$ cat src/rtl/core/stereo_match_scene_flow_top_assert.svh
// Assertion macros for the scene flow RTL, used by the queue
`ifndef STEREO_MATCH_SCENE_FLOW_TOP_ASSERT_SVH
`define STEREO_MATCH_SCENE_FLOW_TOP_ASSERT_SVH

// check a property once reset is released
`define SMSF_ASSERT(lbl, prop) \
    lbl: assert property (@(posedge i_clk) disable iff (!i_rst_n) prop) \
        else $error("scene flow assertion failed");

// check a property on every edge, reset included
`define SMSF_ASSERT_ALWAYS(lbl, prop) \
    lbl: assert property (@(posedge i_clk) prop) \
        else $error("scene flow assertion failed");

`endif

$ cat src/rtl/core/smsf_pkg.sv
// Types, constants and helpers for the stereo scene flow block
`timescale 1ns / 1ps
`default_nettype none
package smsf_pkg;
    localparam int COORD_FRAC_BITS = 4;
    localparam int OUT_FRAC_BITS   = 16;
    localparam int BASE_FRAC_BITS  = 14;
    localparam int NUM_SHIFT = (OUT_FRAC_BITS > BASE_FRAC_BITS) ?
                               OUT_FRAC_BITS - BASE_FRAC_BITS : 0;
    localparam int DEN_SHIFT = (BASE_FRAC_BITS > OUT_FRAC_BITS) ?
                               BASE_FRAC_BITS - OUT_FRAC_BITS : 0;
    localparam int NUM_W = 32 + NUM_SHIFT;
    localparam int DEN_W = 16 + DEN_SHIFT;
    localparam int SV_W  = NUM_W + 2;
    localparam int LANES = 6;
    localparam int FIFO_DEPTH = 4;
    localparam int FIFO_AW    = 2;
    localparam int CFG_IDX_W  = 2;

    localparam logic signed [SV_W-1:0] S32_MAX = SV_W'(64'sd2147483647);
    localparam logic signed [SV_W-1:0] S32_MIN = SV_W'(-64'sd2147483648);

    typedef enum logic [CFG_IDX_W-1:0] {
        CFG_FOCAL  = 2'd0,
        CFG_CU     = 2'd1,
        CFG_CV     = 2'd2,
        CFG_BASE   = 2'd3
    } t_cfg_idx;

    typedef struct packed {
        logic [15:0] cur_left_u;
        logic [15:0] cur_right_u;
        logic [15:0] cur_left_v;
        logic [15:0] prev_left_u;
        logic [15:0] prev_right_u;
        logic [15:0] prev_left_v;
    } t_in;

    typedef struct packed {
        logic signed [31:0] cur_x;
        logic signed [31:0] cur_y;
        logic [30:0]        cur_z;
        logic signed [31:0] prev_x;
        logic signed [31:0] prev_y;
        logic [30:0]        prev_z;
        logic signed [31:0] vel_x;
        logic signed [31:0] vel_y;
        logic signed [31:0] vel_z;
        logic [11:0]        pixel_u;
        logic [11:0]        pixel_v;
    } t_out;

    typedef struct packed {
        logic [15:0] focal;
        logic [15:0] cu;
        logic [15:0] cv;
        logic [15:0] base;
    } t_cfg;

    // lanes: cur x, cur y, cur z, prev x, prev y, prev z
    typedef struct packed {
        logic [LANES-1:0]        neg;
        logic [LANES-1:0][31:0]  prod;
        logic [15:0]             dc;
        logic [15:0]             dp;
        logic [11:0]             pix_u;
        logic [11:0]             pix_v;
    } t_job;

    typedef struct packed {
        logic [LANES-1:0]             neg;
        logic [LANES-1:0][DEN_W-1:0]  rem;
        logic [LANES-1:0][NUM_W-1:0]  nq;
        logic [DEN_W-1:0]             dc;
        logic [DEN_W-1:0]             dp;
        logic [11:0]                  pix_u;
        logic [11:0]                  pix_v;
    } t_stage;

    function automatic logic [15:0] abs_diff(input logic [15:0] a, input logic [15:0] b);
        return (a > b) ? a - b : b - a;
    endfunction

    function automatic logic [31:0] sat_s32(input logic signed [SV_W-1:0] v);
        logic signed [SV_W-1:0] t;
        t = v;
        if (t > S32_MAX) t = S32_MAX;
        if (t < S32_MIN) t = S32_MIN;
        return t[31:0];
    endfunction

    function automatic logic [30:0] sat_u31(input logic signed [SV_W-1:0] v);
        logic signed [SV_W-1:0] t;
        t = v;
        if (t < 0) t = '0;
        if (t > S32_MAX) t = S32_MAX;
        return t[30:0];
    endfunction
endpackage
`default_nettype wire

$ cat src/rtl/core/smsf_fifo.sv
// Short queue between front end and divider back end
`timescale 1ns / 1ps
`default_nettype none
`include "stereo_match_scene_flow_top_assert.svh"
module smsf_fifo import smsf_pkg::*; (
    input  wire logic i_clk,
    input  wire logic i_rst_n,
    input  wire logic i_push,
    input  wire t_job i_job,
    input  wire logic i_pop,
    output t_job      o_job,
    output logic      o_full,
    output logic      o_empty
);
    t_job               r_mem [FIFO_DEPTH];
    logic [FIFO_AW-1:0] r_wr, r_rd;
    logic [FIFO_AW:0]   r_cnt;

    assign o_full  = (r_cnt == (FIFO_AW+1)'(FIFO_DEPTH));
    assign o_empty = (r_cnt == '0);
    assign o_job   = r_mem[r_rd];

    always_ff @(posedge i_clk) begin
        if (!i_rst_n) begin
            r_wr  <= '0;
            r_rd  <= '0;
            r_cnt <= '0;
        end else begin
            if (i_push) r_wr <= r_wr + 1'b1;
            if (i_pop)  r_rd <= r_rd + 1'b1;
            r_cnt <= r_cnt + (FIFO_AW+1)'(i_push) - (FIFO_AW+1)'(i_pop);
        end
        if (i_push) r_mem[r_wr] <= i_job;
    end

    `SMSF_ASSERT(a_no_overflow, i_push |-> !o_full)
    `SMSF_ASSERT(a_no_underflow, i_pop |-> !o_empty)
    `SMSF_ASSERT(a_cnt_bound, r_cnt <= (FIFO_AW+1)'(FIFO_DEPTH))
    `SMSF_ASSERT(a_ptr_track, (r_wr - r_rd) == r_cnt[FIFO_AW-1:0])
    `SMSF_ASSERT_ALWAYS(a_rst_empty, !i_rst_n |=> o_empty)
endmodule
`default_nettype wire

$ cat config.mk
export PLATFORM = sky130hd
export DESIGN_NAME = smsf_fifo
export DESIGN_NICKNAME = d
export VERILOG_FILES = /design/src/rtl/core/smsf_pkg.sv /design/src/rtl/core/smsf_fifo.sv
export VERILOG_INCLUDE_DIRS = /design/src /design/src/rtl/core
export SDC_FILE = /design/constraint.sdc
export NUM_CORES = 1
export LEC_CHECK = 0
export BUFFER_PORTS_ARGS = -buffer_cell sky130_fd_sc_hd__buf_2
export CORE_MARGIN = 4
export CORE_UTILIZATION = 51
export CTS_CLUSTER_SIZE = 40
export DETAILED_ROUTE_END_ITERATION = 6
export GPL_ROUTABILITY_DRIVEN = 0
export PLACE_DENSITY = 0.75
export RECOVER_POWER = 25
export SYNTH_ARGS = -nofsm -noshare
export SYNTH_HDL_FRONTEND = slang
export SYNTH_SLANG_ARGS = --single-unit
$ cat constraint.sdc
create_clock -name i_clk -period 7.6 [get_ports i_clk]
set_clock_uncertainty 0.1 [all_clocks]
set_input_delay 0.38 -clock i_clk [delete_from_list [all_inputs] [get_ports i_clk]]
set_output_delay 0.38 -clock i_clk [all_outputs]
set_load 0.05 [all_outputs]
After elaboration in Yosys (flattened, before gate mapping) --
Memory sizes are Yosys's and may differ from the RTL's. A register that Yosys moved wholly into a read port is not among the register bits. Cells that the tools add are included.
Cells by class: reduce and logical (&&, ||, !) cells 1, eq/ne operators 1, add/sub/neg operators 4, muxes and demuxes 4
Operators by type and width (number):
- 2-bit by 1-bit adder with 2-bit output (second input constant) | 2
- 2-bit two-way mux | 2
- 3-bit by 1-bit adder with 3-bit output | 1
- 3-bit == test (second input constant) | 1
- 3-bit zero test | 1
- 3-bit by 1-bit subtractor with 3-bit output | 1
- 1-bit two-way mux | 2
Storage, ports and cells: bits of input ports 258, output and inout bits 256, logic and storage cells 14, register bits after elaboration 7, memories kept 1, bits in writable memories 1016
Memories:
- r_mem | words 4, bits a word 254, rd ports 1, clocked after Yosys merged registers in 1, wr ports 1, line smsf_fifo.sv:15 | t_job r_mem [FIFO_DEPTH];

Logic depth before layout (Yosys ltp) --
word-level depth 3, gate-level depth with buffers 7, gate-level depth less buffers 7

Least setup slack after synthesis --
No wires, ideal clock.
kind flip-flop to flip-flop, start point register r_wr[0], end point memory r_mem[0][0] in the netlist's numbering, enable pin, period minus slack after synthesis 7.046 ns, path slack 0.554 ns, arrival time 6.300 ns, path buffers 0, cell stages (with the launch flop) 4, data required time 6.854 ns, setup time 0.646 ns, cell sequence dfxtp_1 inv_1 ha_1 and2_1
RTL lines:
- from (decl) | line smsf_fifo.sv:16 | logic [FIFO_AW-1:0] r_wr, r_rd;
- from (signal assigned) | line smsf_fifo.sv:29 | if (i_push) r_wr <= r_wr + 1'b1;
- to (decl) | line smsf_fifo.sv:15
Straight into the memory's write port.

==> results.py <==
metrics = {
    "timing": {
        "setup_viol": 0,
        "period_minus_slack_ns": 3.58,
        "final-max-slew-violation-count": 0,
        "max_freq_mhz": 279,
        "period_share_pct": 47.1,
        "slew_headroom_pct": 14.4,
        "tightest_slew_ns": 1.28,
        "whs_ns": 0.0937,
        "finalSetupTns_ns": 0,
        "hold_viol": 0,
        "rsz0062_at_grt": "no",
    },
    "clocking": {
        "cts.repair.resized": 0,
        "cts.clk_slew.worst_paths_ns": 0.06,
        "cts_inserted_buffers": 99,
        "post-cts-setup-buffer-count": 0,
        "clk_latency_ns": 0.63,
        "cts_sinks": 1025,
        "tritoncts": "yes",
        "ctsRootBufferMaster": "clkbuf_16",
        "clk_path_buf_depth": 3,
        "h-tree-depth": 3,
    },
    "power_and_ir_drop": {
        "peakVddDrop_uv": 306,
        "total_power_mw": 13.2,
        "cellLeakagePower_nw": 15.3,
        "power_density_mw_per_mm2": 286,
    },
    "critical_path": {
        "reg2reg_slack_ns": 4.79,
        "start_kind": "register",
        "critPathArrivalTime_ns": 3.10,
        "crit_required_ns": 7.12,
        "worstSetupPathType": "register to primary output",
        "crit_path_end_kind": "primary output",
        "crit_fanout": 100,
        "crit-reg2reg-launch": "r_wr[0]",
    },
    "cells_and_area": {
        "drive_gt1_share_pct": 34.1,
        "multiInputGateArea_mm2": 0.00597,
        "final_cell_mix": "edfxtp_1 (1016), buf_2 (366), dlygate4sd3_1 (256), mux4_2 (254), clkbuf_1 (165)",
        "syn2layout_area_growth_pct": 24.8,
        "regArea_mm2": 0.0307,
        "layout.nets": 2461,
        "fillers": 4598,
        "final_common_cell": "edfxtp_1",
    },
    "synth": {
        "synth_area_per_cell_um2": 27.0,
        "synth.distinct_cells": 21,
        "syn_inst": 1369,
        "yosysWarnings": 0,
        "yosysTopAreaCellShare_pct": 82.5,
        "syn-num-nets": 1634,
        "ys_top_cells_by_area": "edfxtp_1 (82%), mux4_2 (15%), dfxtp_1 (0.49%)",
        "synth_seq_cells": 1025,
        "synth_top_area_cell": "edfxtp_1",
        "yosysSeqAreaShare_pct": 82.9,
        "netlist_area_mm2": 0.0370,
    },
    "placed_design": {
        "hpwl_mm": 45.7,
        "port_buffers": 513,
    },
    "floorplanning": {
        "num_rows": 98,
        "ioPinCount": 514,
        "die-area_mm2": 0.0769,
        "die_w_um": 277,
        "die_h_um": 277,
        "initial_core_util_pct": 51.6,
        "core_mm2": 0.0717,
    },
    "grt": {
        "track_usage_pct": 21.2,
        "grt_pass1_vias": 19500,
        "grt_pass1_wl_mm": 123,
        "antenna_found_initial": 8,
        "grt.overflow.total": 0,
        "grt_max_degree": 151,
    },
    "worst_hold_path": {
        "hold_start": "i_push",
        "hp-class": "primary input to register",
    },
    "outcome": {
        "outcome": "complete, no violations",
    },
    "drt": {
        "drtIter0Drc": 1462,
        "viasPerCell": 5.56,
        "antenna_left": 0,
        "vias": 18000,
        "drt_pass1_iterations": 5,
        "post-route-drc-count": 0,
        "wirelength_mm": 81.3,
        "wl_per_cell_um": 25.2,
    },
    "run": {
        "drv_cap": 0,
    },
}
timing repair:
action | 4_1_cts | 5_1_grt
hold buffers | 256 | 0
endpoints found under the hold margin | 1023 | 0
setup endpoints to repair | 0 | 0
metrics by stage:
stage	cell area, um^2	setup slack (ns)	instances	utilization [%]
floorplan	37000	0.554	1369	-
global placement	40600	4.64	2789	56.7
detailed placement	40600	4.65	2789	56.7
CTS	46300	3.91	3224	64.6
global route	46200	3.82	3228	64.4
finish	46200	4.02	3229	64.4
metal layers:
layer / wire (um) / track usage (%)
met3: 5700 / 5.07
met2: 43600 / 37.1
met4: 3230 / 8.23
met5: 26 / 0
met1: 28800 / 25.7
power breakdown:
group / leakage (nW) / total, mW / internal [mW] / switching [mW]
clock network: 1.54 / 4.73 / 2.72 / 2.01
logic: 4.31 / 1.88 / 0.582 / 1.30
registers: 9.41 / 6.59 / 6.51 / 0.0861
total: 15.3 / 13.2 / 9.81 / 3.39
synthesized netlist by cell type:
cell type	n
a21bo_2	1
xor3_1	1
nor3_1	1
buf_1	14
dfxtp_1	9
buf_4	10
edfxtp_1	1016
inv_1	7
buf_6	7
buf_2	20
and3_1	1
a21oi_1	1
mux4_2	254
mux2i_1	1
fa_1	1
nor2_1	5
and2_1	6
clkbuf_1	5
xnor2_1	2
nand3b_1	1
ha_1	6
path summary, 6_finish.rpt:
kind | cells past startpoint | end
setup / recovery | 3 | o_job[116]
hold / removal | 3 | r_wr[1]
hold reg to reg | 2 | register
setup reg to reg | 4 | r_mem[2][124]
critical path, stage by stage (launching register included):
cell	delay, ns
dfxtp_4	1.05
buf_12	0.48
mux4_2	0.46
buf_2	0.24
flip-flops by register name, indices dropped and copies added, names as in the netlist, named ones only:
name,flops
r_mem,1016
r_cnt,3
r_wr,2
r_rd,2
logic make-up (layout without fill, tap and decap cells):
group / count (synthesis) / in the layout / share of synthesized area, %
compound gates: 2 / 2 / 0.0406
xor+xnor: 3 / 3 / 0.112
fa+ha+maj: 7 / 7 / 0.257
buf+inv: 63 / 968 / 0.950
flops: 1025 / 1025 / 82.9
mux: 255 / 255 / 15.5
other cells: 0 / 5 / 0
simple gates: 14 / 14 / 0.203
cell type report:
class                   instances  area share [%]
flip-flops and latches       1025            66.5
multi-input cells             281            12.9
repair buffers                782            11.1
clock buffers                 118            5.57
well taps                     950            2.57
clock inverters                61            1.21
inverters                       7          0.0569
diodes                          5          0.0271
(Power assumes the default switching activity.)
