File: src/rtl/core/stereo_match_scene_flow_top_assert.svh
// Assertion macros for the scene flow RTL, used by the queue
`ifndef STEREO_MATCH_SCENE_FLOW_TOP_ASSERT_SVH
`define STEREO_MATCH_SCENE_FLOW_TOP_ASSERT_SVH

// check a property once reset is released
`define SMSF_ASSERT(lbl, prop) \
    lbl: assert property (@(posedge i_clk) disable iff (!i_rst_n) prop) \
        else $error("scene flow assertion failed");

// check a property on every edge, reset included
`define SMSF_ASSERT_ALWAYS(lbl, prop) \
    lbl: assert property (@(posedge i_clk) prop) \
        else $error("scene flow assertion failed");

`endif

File: src/rtl/core/smsf_pkg.sv
// Types, constants and helpers for the stereo scene flow block
`timescale 1ns / 1ps
`default_nettype none
package smsf_pkg;
    localparam int COORD_FRAC_BITS = 4;
    localparam int OUT_FRAC_BITS   = 16;
    localparam int BASE_FRAC_BITS  = 14;
    localparam int NUM_SHIFT = (OUT_FRAC_BITS > BASE_FRAC_BITS) ?
                               OUT_FRAC_BITS - BASE_FRAC_BITS : 0;
    localparam int DEN_SHIFT = (BASE_FRAC_BITS > OUT_FRAC_BITS) ?
                               BASE_FRAC_BITS - OUT_FRAC_BITS : 0;
    localparam int NUM_W = 32 + NUM_SHIFT;
    localparam int DEN_W = 16 + DEN_SHIFT;
    localparam int SV_W  = NUM_W + 2;
    localparam int LANES = 6;
    localparam int FIFO_DEPTH = 4;
    localparam int FIFO_AW    = 2;
    localparam int CFG_IDX_W  = 2;

    localparam logic signed [SV_W-1:0] S32_MAX = SV_W'(64'sd2147483647);
    localparam logic signed [SV_W-1:0] S32_MIN = SV_W'(-64'sd2147483648);

    typedef enum logic [CFG_IDX_W-1:0] {
        CFG_FOCAL  = 2'd0,
        CFG_CU     = 2'd1,
        CFG_CV     = 2'd2,
        CFG_BASE   = 2'd3
    } t_cfg_idx;

    typedef struct packed {
        logic [15:0] cur_left_u;
        logic [15:0] cur_right_u;
        logic [15:0] cur_left_v;
        logic [15:0] prev_left_u;
        logic [15:0] prev_right_u;
        logic [15:0] prev_left_v;
    } t_in;

    typedef struct packed {
        logic signed [31:0] cur_x;
        logic signed [31:0] cur_y;
        logic [30:0]        cur_z;
        logic signed [31:0] prev_x;
        logic signed [31:0] prev_y;
        logic [30:0]        prev_z;
        logic signed [31:0] vel_x;
        logic signed [31:0] vel_y;
        logic signed [31:0] vel_z;
        logic [11:0]        pixel_u;
        logic [11:0]        pixel_v;
    } t_out;

    typedef struct packed {
        logic [15:0] focal;
        logic [15:0] cu;
        logic [15:0] cv;
        logic [15:0] base;
    } t_cfg;

    // lanes: cur x, cur y, cur z, prev x, prev y, prev z
    typedef struct packed {
        logic [LANES-1:0]        neg;
        logic [LANES-1:0][31:0]  prod;
        logic [15:0]             dc;
        logic [15:0]             dp;
        logic [11:0]             pix_u;
        logic [11:0]             pix_v;
    } t_job;

    typedef struct packed {
        logic [LANES-1:0]             neg;
        logic [LANES-1:0][DEN_W-1:0]  rem;
        logic [LANES-1:0][NUM_W-1:0]  nq;
        logic [DEN_W-1:0]             dc;
        logic [DEN_W-1:0]             dp;
        logic [11:0]                  pix_u;
        logic [11:0]                  pix_v;
    } t_stage;

    function automatic logic [15:0] abs_diff(input logic [15:0] a, input logic [15:0] b);
        return (a > b) ? a - b : b - a;
    endfunction

    function automatic logic [31:0] sat_s32(input logic signed [SV_W-1:0] v);
        logic signed [SV_W-1:0] t;
        t = v;
        if (t > S32_MAX) t = S32_MAX;
        if (t < S32_MIN) t = S32_MIN;
        return t[31:0];
    endfunction

    function automatic logic [30:0] sat_u31(input logic signed [SV_W-1:0] v);
        logic signed [SV_W-1:0] t;
        t = v;
        if (t < 0) t = '0;
        if (t > S32_MAX) t = S32_MAX;
        return t[30:0];
    endfunction
endpackage
`default_nettype wire

File: src/rtl/core/smsf_front.sv
// Front end: disparity check, sign split and baseline products
`timescale 1ns / 1ps
`default_nettype none
module smsf_front import smsf_pkg::*; (
    input  wire logic i_clk,
    input  wire logic i_rst_n,
    input  wire t_cfg i_cfg,
    input  wire logic i_valid,
    output logic      o_stall,
    input  wire t_in  i_in,
    input  wire logic i_full,
    output logic      o_push,
    output t_job      o_job
);
    logic        r_valid;
    t_job        r_job;
    t_job        n_job;
    logic        n_keep;
    logic [15:0] dc, dp;
    logic [LANES-1:0][15:0] mag;
    logic [LANES-1:0]       neg;
    logic signed [16:0]     diff [4];

    always_comb begin
        dc = abs_diff(i_in.cur_left_u, i_in.cur_right_u);
        dp = abs_diff(i_in.prev_left_u, i_in.prev_right_u);
        diff[0] = $signed({1'b0, i_in.cur_left_u})  - $signed({1'b0, i_cfg.cu});
        diff[1] = $signed({1'b0, i_in.cur_left_v})  - $signed({1'b0, i_cfg.cv});
        diff[2] = $signed({1'b0, i_in.prev_left_u}) - $signed({1'b0, i_cfg.cu});
        diff[3] = $signed({1'b0, i_in.prev_left_v}) - $signed({1'b0, i_cfg.cv});
        for (int k = 0; k < 4; k++) begin
            neg[(k / 2) * 3 + (k % 2)] = diff[k][16];
            mag[(k / 2) * 3 + (k % 2)] = diff[k][16] ? 16'(-diff[k]) : diff[k][15:0];
        end
        neg[2] = 1'b0;
        neg[5] = 1'b0;
        mag[2] = i_cfg.focal;
        mag[5] = i_cfg.focal;
        n_job.neg = neg;
        for (int k = 0; k < LANES; k++) begin
            n_job.prod[k] = {16'd0, mag[k]} * {16'd0, i_cfg.base};
        end
        n_job.dc    = dc;
        n_job.dp    = dp;
        n_job.pix_u = 12'(i_in.cur_left_u >> COORD_FRAC_BITS);
        n_job.pix_v = 12'(i_in.cur_left_v >> COORD_FRAC_BITS);
        // drop matches with zero disparity in either frame
        n_keep = (dc != 16'd0) && (dp != 16'd0);
    end

    assign o_stall = r_valid && i_full;
    assign o_push  = r_valid && !i_full;
    assign o_job   = r_job;

    always_ff @(posedge i_clk) begin
        if (!i_rst_n) begin
            r_valid <= 1'b0;
        end else if (!o_stall) begin
            r_valid <= i_valid && n_keep;
        end
        if (!o_stall) begin
            r_job <= n_job;
        end
    end
endmodule
`default_nettype wire

File: config.mk
export PLATFORM = sky130hd
export DESIGN_NAME = smsf_front
export DESIGN_NICKNAME = d
export VERILOG_FILES = /design/src/rtl/core/stereo_match_scene_flow_top_assert.svh /design/src/rtl/core/smsf_pkg.sv /design/src/rtl/core/smsf_front.sv
export SDC_FILE = /design/constraint.sdc
export NUM_CORES = 2
export LEC_CHECK = 0
export BUFFER_PORTS_ARGS = -buffer_cell sky130_fd_sc_hd__buf_2
export CELL_PAD_IN_SITES_DETAIL_PLACEMENT = 1
export CELL_PAD_IN_SITES_GLOBAL_PLACEMENT = 1
export CORE_UTILIZATION = 49
export DETAILED_ROUTE_END_ITERATION = 12
export MAX_ROUTING_LAYER = met4
export PLACE_DENSITY_LB_ADDON = 0.05
export REMOVE_ABC_BUFFERS = 1
export SLEW_MARGIN = 10
export SYNTH_ARGS = -nofsm -noshare
export SYNTH_HDL_FRONTEND = slang
export SYNTH_SLANG_ARGS = --single-unit
File: constraint.sdc
create_clock -name i_clk -period 12.2 [get_ports i_clk]
set_clock_uncertainty 0.1 [all_clocks]
set_input_delay 0.61 -clock i_clk [delete_from_list [all_inputs] [get_ports i_clk]]
set_output_delay 0.61 -clock i_clk [all_outputs]
set_load 0.005 [all_outputs]
## Word level (Yosys, flattened, before mapping)

Cells that the tools add are included.
W data, S select, Z words.

- Output and inout port bits: 256
- Bits of input ports: 164
- Bits in registers: 221
- Logic and storage cells: 43

- Reduce and logical (&&, ||, !) cells: 7
- Multipliers: 5
- Add/subtract/negate cells: 12
- Order comparisons: 2
- Mux-type cells: 6

Operator list:

| cell | count |
|---|---|
| $mul A16 B16 Y32 | 5 |
| $mux W16 | 6 |
| $sub A16 B16 Y17 | 4 |
| $neg A16 Y16 | 4 |
| $sub A16 B16 Y16 | 4 |
| $gt A16 B16 Y1 | 2 |
| $reduce_bool A16 Y1 | 2 |
| $logic_and A1 B1 Y1 | 4 |
| $logic_not A1 Y1 | 1 |

## Logic depth before layout (Yosys ltp)

- Word-level depth: 5
- Mapped depth: 42
- Gate-level depth less buffers: 39

## Worst setup path after synthesis

Ideal clock, no wire load.

- Path kind: in2reg
- Start: input i_in[80] (netlist bit)
- End: register r_job (netlist bit o_job[87]) (data pin)
- Cell stages on the path: 37
- Setup slack: 2,441 ps
- Arrival time: 9,401 ps
- Path through: inv_1 -> ha_1 -> inv_1 -> fa_1 -> a21o_1 -> a21o_1 -> a21o_1 -> a21oi_1 -> xor2_1 -> or3b_1 -> nand4bb_1 -> or2_1 -> o21ai_0 -> xnor2_1 -> clkbuf_1 -> nand2_1 -> fa_1 -> fa_1 -> inv_1 -> fa_1 -> inv_1 -> fa_1 -> inv_1 -> fa_1 -> fa_1 -> ha_1 -> a21o_1 -> a21oi_1 -> o21ai_0 -> a211oi_1 -> a311oi_1 -> and2_1 -> o21ai_0 -> a21boi_0 -> o41ai_1 -> o2111a_1 -> xnor2_1

RTL lines:

| element | line | source |
|---|---|---|
| from (decl) | smsf_front.sv:10 | `input wire t_in i_in,` |
| to (signal assigned) | smsf_front.sv:62 | `r_job <= n_job;` |
| to (decl) | smsf_front.sv:16 | `t_job r_job;` |

==> metrics.yaml <==
global_routing:
  antenna_found_initial: 5
  grt_max_degree: 63
  grt_pass1_vias: 47949
  grt_pass1_wl_um: 259000
  grt_usage_pct: 29.4
  grt_overflow: 0
die:
  die_y_um: 340
  num_io_pins: 420
  dieArea_um2: 116000
  die_w_um: 340
  core-area_um2: 113000
  rows: 123
  start_util_pct: 49.6
sta:
  finalCritPeriodShare_pct: 90.2
  slew_violations: 0
  slew_headroom_pct: 23.7
  final.setup.tns_ns: 0
  finalSetupViolCount: 0
  rsz0062_at_grt: "false"
  tightest_slew_ns: 1.14
  fin_crit_ns: 11.00
  finalHoldViolations: 0
  fmax_ghz: 0.0909
drt:
  drc: 0
  final_antenna_net_count: 0
  wire_per_inst_um: 20.3
  via_per_inst: 5.37
  first_pass_iters: 5
  num_vias: 42610
  drtIter0Drc: 1624
  totalWireLength_um: 161000
clock_tree:
  root_buffer: "clkbuf_16"
  cts_max_level: 1
  clk_pin_slew_ns: 0.06
  cts_tree: "done"
  ctsResizeCount: 0
  clk_path_buf_depth: 3
  cts_inserted_buffers: 31
  cts_hold_buf: 0
  clock_latency_ns: 0.66
  cts_sinks: 221
  postCtsSetupBuffers: 0
worst_setup_path:
  cpMostUsedCell: "fa_1"
  worst_ep_arrival_time_ns: 11.31
  crit_family: "compound AO/OA/AOI/OAI gates"
  worst_ep_required_time_ns: 12.51
  crit_type: "input pin to register"
  cp-start-kind: "input pin"
  slowest_stage: "xnor2_1"
  r2r_cells: 3
  endpoint_kind: "register"
  crit_start: "i_in[80]"
  r2r_setup_slack_ns: 9.12
  rr_endpoint: "o_job[135]"
  worstPathMaxFanout: 16
  max_stage_delay_ns: 0.82
  r2r_start: "r_valid"
  worstPathBufferInverterCount: 7
placement:
  portBuffers: 417
  gp_congestion: 0.896
  dp_hpwl_um: 128000
hold_path:
  hp-class: "input pin to register"
  whs_path_depth: 1
  holdPathEnd: "o_job[0]"
  hold_start: "i_in[52]"
synth:
  synthAdderAreaFrac_pct: 49.5
  synth_warnings: 0
  synth_top_family_by_area: "adder cells"
  synth.yosys.seq_area_share_pct: 11.8
  syn_inst: 6156
  muxShareOfSynthArea_pct: 0.342
  synth_flop_cell: "edfxtp_1"
  synth-compound-area-share_pct: 7.19
  syn-cell-area_um2: 55900
  yosysUniqueCellTypes: 87
  synthXorXnorAreaFrac_pct: 4.02
  avgSynthCellArea_um2: 9.09
  synth_seq_cells: 221
  synth-edff-count: 220
  async_flop_share_pct: 0
  yosys.area_share.simple_pct: 16.0
run_status:
  status: "finished clean"
cells_and_area:
  nNetsFinal: 8203
  area_delta_synth_final_pct: 8.14
  drive_above_1_share_pct: 9.40
flow_run:
  maxCapViolCount: 0
-- synth_stat cells (7+ instances only) --
cell | n | area share (%)
clkbuf_1 | 220 | 1.5
and3_1 | 15 | 0.17
a41oi_1 | 7 | 0.11
o31ai_1 | 17 | 0.23
and2_1 | 526 | 5.9
o21ai_0 | 119 | 1.1
a211o_1 | 9 | 0.14
nor4_1 | 17 | 0.19
nand2_1 | 808 | 5.4
mux2i_1 | 18 | 0.32
fa_1 | 978 | 35
a211oi_1 | 20 | 0.27
xor2_1 | 75 | 1.2
buf_2 | 26 | 0.23
a21boi_0 | 12 | 0.16
nor3_1 | 48 | 0.43
nand2b_1 | 47 | 0.53
a21oi_1 | 182 | 1.6
a21o_1 | 83 | 1.1
nand3b_1 | 7 | 0.094
a31oi_1 | 28 | 0.31
buf_4 | 36 | 0.48
or3_1 | 16 | 0.18
nand3_1 | 47 | 0.42
inv_1 | 1309 | 8.8
nand4_1 | 15 | 0.17
or2_2 | 14 | 0.16
nor2b_1 | 85 | 0.95
o21bai_1 | 24 | 0.32
o21a_1 | 32 | 0.43
edfxtp_1 | 220 | 12
ha_1 | 650 | 15
o211ai_1 | 12 | 0.16
xnor2_1 | 180 | 2.8
nor2_1 | 140 | 0.94
-- cells in the final DEF (no fill, tap or decap), types with 31 or more instances in the layout --
master     Yosys  final
nor2_1       140    140
a21o_1        83     83
buf_4         36     93
edfxtp_1     220    220
a21oi_1      182    182
xor2_1        75     72
and2_1       526    526
buf_2         26    413
inv_1       1309   1309
nand2b_1      47     47
o21ai_0      119    117
o21a_1        32     32
fa_1         978    978
nor2b_1       85     85
clkbuf_16      0     31
xnor2_1      180    174
nor3_1        48     48
ha_1         650    650
nand2_1      808    807
nand3_1       47     47
-- flip-flops by register name, indices dropped and copies added (netlist names) --
signal   flops
o_job      220
r_valid      1
-- layout make-up --
class / instances / area [µm²]
clock buffer: 34 / 787
fill: 13275 / 52300
clock inverter: 24 / 277
timing repair buffer: 506 / 2770
sequential: 221 / 6630
inverter: 1309 / 4910
multi-input combinational: 4342 / 43200
tap: 1500 / 1880
antenna: 6 / 15.0
-- per-layer routing --
metal  routed length [µm]  up-vias  global-route usage [%]
met5                    0        -                       -
li1                     -    19437                       -
met4                 4020        0                    7.13
met3                 7550      224                    3.63
met1                67100    22041                    35.9
met2                82500      908                    51.6
-- worst reg2reg max path, stage by stage, from the launching register on --
cell,delay (ns)
dfxtp_1,0.34
nand2_4,0.56
buf_4,0.79
buf_4,0.86
-- per-stage QoR --
stage | area [µm²] | setup slack [ns] | hold WS (ns) | utilization (%) | std cells
floorplan | 54700 | 2.19 | 0.609 | - | 5872
global placement | 59400 | 0.933 | 0.733 | 52.7 | 7878
detailed placement | 59400 | 0.603 | 0.727 | 52.7 | 7878
CTS | 60500 | 1.32 | 0.00839 | 53.6 | 7936
global route | 60500 | 0.417 | 0.0291 | 53.6 | 7941
finish | 60500 | 1.20 | 0.0546 | 53.6 | 7942
-- worst max-delay path by stage --
stage	end	slack, ns	depth (start not counted)
2_1_floorplan	o_job[87]	2.19	36
3_3_place_gp	o_job[87]	0.93	39
3_5_place_dp	o_job[87]	0.60	38
4_1_cts	o_job[87]	1.32	38
5_1_grt	o_job[87]	0.42	38
6_report	o_job[87]	1.20	38
-- kinds of logic (layout without fill, tap and decap cells) --
logic type / count (synthesis) / count (layout)
compound gates: 619 / 619
xor+xnor: 256 / 256
fa+ha+maj: 1628 / 1628
buf+inv: 1594 / 1873
flops: 221 / 221
mux: 19 / 19
other cells: 1 / 8
simple gates: 1818 / 1818
Power is not shown: default switching activity piles up to over one toggle a cycle in this logic, so the estimate is an artifact.
